## config.mk

```make
export PLATFORM = sky130hd
export DESIGN_NAME = dteq_ctrl
export DESIGN_NICKNAME = d
export VERILOG_FILES = /design/src/sv/dteq_pkg.sv /design/src/sv/dteq_ctrl.sv
export VERILOG_INCLUDE_DIRS = /design/src /design/src/sv
export SDC_FILE = /design/constraint.sdc
export NUM_CORES = 1
export LEC_CHECK = 0
export BUFFER_PORTS_ARGS = -buffer_cell sky130_fd_sc_hd__clkbuf_2
export CORE_AREA = 3 3 40 42
export DETAILED_ROUTE_END_ITERATION = 8
export DIE_AREA = 0 0 43 45
export PLACE_DENSITY_LB_ADDON = 0.12
export SLEW_MARGIN = 20
export SYNTH_ARGS = -nofsm -noshare
export SYNTH_HDL_FRONTEND = slang
export SYNTH_SLANG_ARGS = --single-unit
```

## constraint.sdc

```tcl
create_clock -name clk -period 1.1 [get_ports clk]
set_input_delay 0.165 -clock clk [delete_from_list [all_inputs] [get_ports clk]]
set_output_delay 0.165 -clock clk [all_outputs]
set_load 0.01 [all_outputs]
```

## src/sv/assert_macros.svh

```systemverilog
// ------------------------------------------------------------------------
// assertion macros
// shared concurrent assertion forms, sampled on the rising clock edge and
// switched off while the synchronous reset is held low
// ------------------------------------------------------------------------
`ifndef ASSERT_MACROS_SVH
`define ASSERT_MACROS_SVH

// antecedent implies consequent in the same cycle
`define ASSERT_SAME(label, clk, rst_n, ante, cons) \
  label: assert property (@(posedge clk) disable iff (!rst_n) (ante) |-> (cons)) \
    else $error("same-cycle assertion failed");

// antecedent implies consequent in the next cycle
`define ASSERT_NEXT(label, clk, rst_n, ante, cons) \
  label: assert property (@(posedge clk) disable iff (!rst_n) (ante) |=> (cons)) \
    else $error("next-cycle assertion failed");

`endif

```

## src/sv/dteq_pkg.sv

```systemverilog
// ------------------------------------------------------------------------
// dteq_pkg
// types, constants and index helpers for the delta timed event queue
// ------------------------------------------------------------------------
`default_nettype none

package dteq_pkg;

  // ring size and derived widths
  localparam int QUEUE_DEPTH = 64;
  localparam int IDX_W       = $clog2(QUEUE_DEPTH);
  localparam int DELTA_W     = 16;

  typedef enum logic {
    OP_ADD  = 1'b0,
    OP_POLL = 1'b1
  } op_t;

  // one request on the input channel
  typedef struct packed {
    op_t         op;
    logic [3:0]  event_kind;
    logic [15:0] frame_offset;
    logic [31:0] payload_a;
    logic [31:0] payload_b;
    logic [31:0] payload_c;
  } in_item_t;

  // one result on the output channel
  typedef struct packed {
    logic        accepted;
    logic        due_valid;
    logic [3:0]  due_kind;
    logic [31:0] due_a;
    logic [31:0] due_b;
    logic [31:0] due_c;
  } out_item_t;

  // stored event body of one slot
  typedef struct packed {
    logic [3:0]  kind;
    logic [31:0] a;
    logic [31:0] b;
    logic [31:0] c;
  } slot_body_t;

  // controller to datapath commands
  typedef struct packed {
    logic load;
    logic exec;
    logic set_pending;
    logic clr_pending;
    logic store_add;
    logic dec_head;
    logic pop_head;
  } ctrl_cmd_t;

  // datapath to controller status
  typedef struct packed {
    logic is_add;
    logic pending;
    logic head_occ;
    logic next_occ;
    logic head_zero;
  } dp_status_t;

  // ring index step forward with wraparound
  function automatic logic [IDX_W-1:0] idx_next(input logic [IDX_W-1:0] i);
    logic [IDX_W-1:0] r;
    if (i == IDX_W'(QUEUE_DEPTH - 1)) begin
      r = '0;
    end else begin
      r = i + IDX_W'(1);
    end
    return r;
  endfunction

  // ring index step back with wraparound
  function automatic logic [IDX_W-1:0] idx_prev(input logic [IDX_W-1:0] i);
    logic [IDX_W-1:0] r;
    if (i == '0) begin
      r = IDX_W'(QUEUE_DEPTH - 1);
    end else begin
      r = i - IDX_W'(1);
    end
    return r;
  endfunction

endpackage

`default_nettype wire

```

## src/sv/dteq_ctrl.sv

```systemverilog
// ------------------------------------------------------------------------
// dteq_ctrl
// two-state sequencer: takes a request, then decides in the execute
// cycle what the datapath does with it from the slot status
// ------------------------------------------------------------------------
`default_nettype none
`include "assert_macros.svh"

module dteq_ctrl (
  input  wire logic                clk,
  input  wire logic                rst_n,
  input  wire logic                start,
  output logic                     busy,
  output logic                     out_valid,
  input  wire dteq_pkg::dp_status_t status,
  output dteq_pkg::ctrl_cmd_t      cmd
);
  import dteq_pkg::*;

  typedef enum logic {
    ST_IDLE,
    ST_EXEC
  } state_t;

  state_t state_r, state_nxt;
  logic   out_valid_r, out_valid_nxt;

  assign busy      = (state_r == ST_EXEC);
  assign out_valid = out_valid_r;

  // command decode
  always_comb begin
    cmd       = '0;
    cmd.load  = start && !busy;
    if (state_r == ST_EXEC) begin
      cmd.exec = 1'b1;
      if (status.is_add) begin
        cmd.set_pending = 1'b1;
        cmd.store_add   = !status.next_occ;
      end else if (status.pending) begin
        if (!status.head_occ) begin
          cmd.clr_pending = 1'b1;
        end else if (status.head_zero) begin
          cmd.pop_head = 1'b1;
        end else begin
          cmd.dec_head = 1'b1;
        end
      end
    end
  end

  // next state
  always_comb begin
    state_nxt     = state_r;
    out_valid_nxt = 1'b0;
    unique case (state_r)
      ST_IDLE: begin
        if (cmd.load) begin
          state_nxt = ST_EXEC;
        end
      end
      ST_EXEC: begin
        state_nxt     = ST_IDLE;
        out_valid_nxt = 1'b1;
      end
      default: begin
        state_nxt = ST_IDLE;
      end
    endcase
  end

  // state and result strobe
  always_ff @(posedge clk) begin
    if (!rst_n) begin
      state_r     <= ST_IDLE;
      out_valid_r <= 1'b0;
    end else begin
      state_r     <= state_nxt;
      out_valid_r <= out_valid_nxt;
    end
  end

  // every taken request is executed in the next cycle and then answered
  `ASSERT_NEXT(a_load_then_exec, clk, rst_n, cmd.load, busy)
  `ASSERT_NEXT(a_exec_then_result, clk, rst_n, busy, out_valid && !busy)
  `ASSERT_SAME(a_one_action, clk, rst_n, cmd.exec,
               $countones({cmd.clr_pending, cmd.dec_head, cmd.pop_head,
                           cmd.store_add}) <= 1)

endmodule

`default_nettype wire

```

==> run summary <==
status: finished with violations
violated checks: setup timing
CTS Buffer Depth: 2
cell area after synthesis: 110 um2
PnR worst setup slack: -0.0235 ns
post-route core utilization: 19.6%
Root Buffer: clkbuf_4
top cell type's share of synthesized area: 36.4%
Max-cap violations: 0
Post-synth EDFFs: 0
placed insts: 43
CTS Sinks: 2
post-route ant nets: 0
Clock H-tree levels: 1
Final nets: 43
Post-Synthesis Cells: 13
Final setup viols: 3
I/O Pins: 17
Seq cells post-synth: 2
final setup TNS: -0.0257 ns
first-pass GRT wire length: 538 um
initial antenna violation count: 0
pre-CTS setup slack: 0.104 ns
Rows: 13
antenna cell count: 0
initial core utilization: 8.57%
endpoints failing hold: 0
Internal: 0.225 mW
die height: 45 um
# DRC: 0
Clk pwr share: 55.5%
post-synthesis cell type count: 9
drt via density: 3.50
port bufs: 16
ys flop type: dfxtp_1
Critical Path RT: 0.94 ns
CP Class: flop to output pin
die width: 43 um
fillers: 151
post-synth top area cell: dfxtp_1
fraction of registers with async set/reset: 0%
power per cell area: 1150 nW/um2
CTS Hold Bufs: 0
RSZ-0062 raised after global routing: yes
WP data arrival: 0.96 ns
worst-margin pin slew: 0.194 ns
FF-to-FF path depth: 2
Post-synth top cells: 3 x and2_1, 2 x dfxtp_1, 2 x nor2_1
largest net degree at the start of global routing: 7
clock slew at reported path FFs: 0.03 ns
critical path endpoint category: output pin
Layout Cells excl Fill: 48
Fin Hold WS: 0.155 ns
Total GRT Usage: 4.15%
sequential area share after synthesis: 36.4%
Iteration-0 DRC Markers: 0
fraction of layout cells with a size suffix above 1: 72.7%
drt wl/cell: 7.46 um
Relative slew margins: 86.9%
core area: 1280 um2
startpoint types: flop
minimum clock period: 1.12 ns
syn_nets: 21
drt pass-1 iters: 1
DIE AREA: 1940 um2
switching share of power: 21.9%
most common cell in the synthesized netlist: and2_1
vias post-DR: 168
Final Cycle Share: 102%
total gr overflow: 0
Hold Path Stages: 2
overall routed net length: 358 um
total CTS buffers: 3
clk_lat worst skew: 0.22 ns
Avg Cell Area, Syn: 8.47 um2
Yosys warning count: 0
number of global-route vias before repair: 136
HP Class: input port to flop
power share of the combinational group: 17.2%
CTS tree: built
Max FO, Critical Path: 5
final RePlAce weighted congestion: 0.664
switching pwr: 0.0632 mW
Reg power frac: 27.3%
fin. max-slew vios: 0
worst clock skew: 0.00273 ns
leak pwr: 0.146 nW
Worst VDD drop: 0.000365 V
Max Fclk: 890 MHz
Syn-to-layout area delta: 128%
top cells by area, synth: dfxtp_1 36%, and2_1 17%, nor4bb_1 9.1%
flip-flops by register name, summed over array words and instances (netlist names):
signal,count
out_valid,1
busy,1
stage by stage:
step	power, mW	cell area (um2)
global placement	0.122	201
finish	0.288	251
detailed placement	0.122	201
CTS	0.297	238
floorplan	0.0989	110
global route	0.315	251
per-layer routing:
layer / vias to the layer above / share of wire, % / GRT usage [%]
met3: 0 / 18 / 2.39
met4: 0 / 0 / 5.42
met1: 67 / 42 / 3.58
met5: - / 0 / 0
li1: 84 / - / -
met2: 17 / 40 / 5.99
cell families (layout without fill, tap and decap cells):
| kind of cell | count (synthesis) | count (layout) | share of synthesized area (%) |
|---|---|---|---|
| flops | 2 | 2 | 36.4 |
| buf+inv | 2 | 22 | 10.2 |
| simple gates | 9 | 9 | 53.4 |
cells in the final DEF (no fill, tap or decap), drive strengths merged:
cell,instances
nand4b,1
and2,3
buf,5
and2b,1
nor2b,1
nor2,2
nor4bb,1
dfxtp,2
clkbuf,16
inv,1
path summary, 6_finish.rpt:
path | endpoint | from | slack (ns)
setup / recovery | cmd[2] | busy | -0.02
hold / removal | busy | rst_n | 0.16
setup reg to reg | out_valid | busy | 0.39
hold reg to reg | busy | busy | 0.59
layout make-up:
class | instances | area (um2) | share of cell area, %
sequential | 2 | 43.8 | 17.4
multi-input combinational | 9 | 67.6 | 26.9
clock buffer | 3 | 22.5 | 8.96
inverter | 1 | 3.75 | 1.49
tap | 15 | 18.8 | 7.46
timing repair buffer | 18 | 95.1 | 37.8
power by group through the flow:
stage	registers (mW)	clock network [mW]	logic (mW)
2_1_floorplan	0.0822	0	0.0168
3_3_place_gp	0.0813	0	0.0406
3_5_place_dp	0.0817	0	0.0402
4_1_cts	0.0796	0.172	0.0451
5_1_grt	0.0793	0.182	0.0546
6_report	0.0789	0.160	0.0496
timing repair:
item | 4_1_cts | 5_1_grt
resized for setup | 3 | 4
pin swaps | 0 | 2
cloned | 0 | 0
setup endpoints to repair | 5 | 4
setup buffers | 1 | 1
worst max-delay path, stage by stage, from the launching register on:
cell and delay (ns):
dfxtp_4 0.34, and2_4 0.13, and2b_1 0.14, clkbuf_2 0.12
No activity file was read; power rests on OpenSTA's default activity.
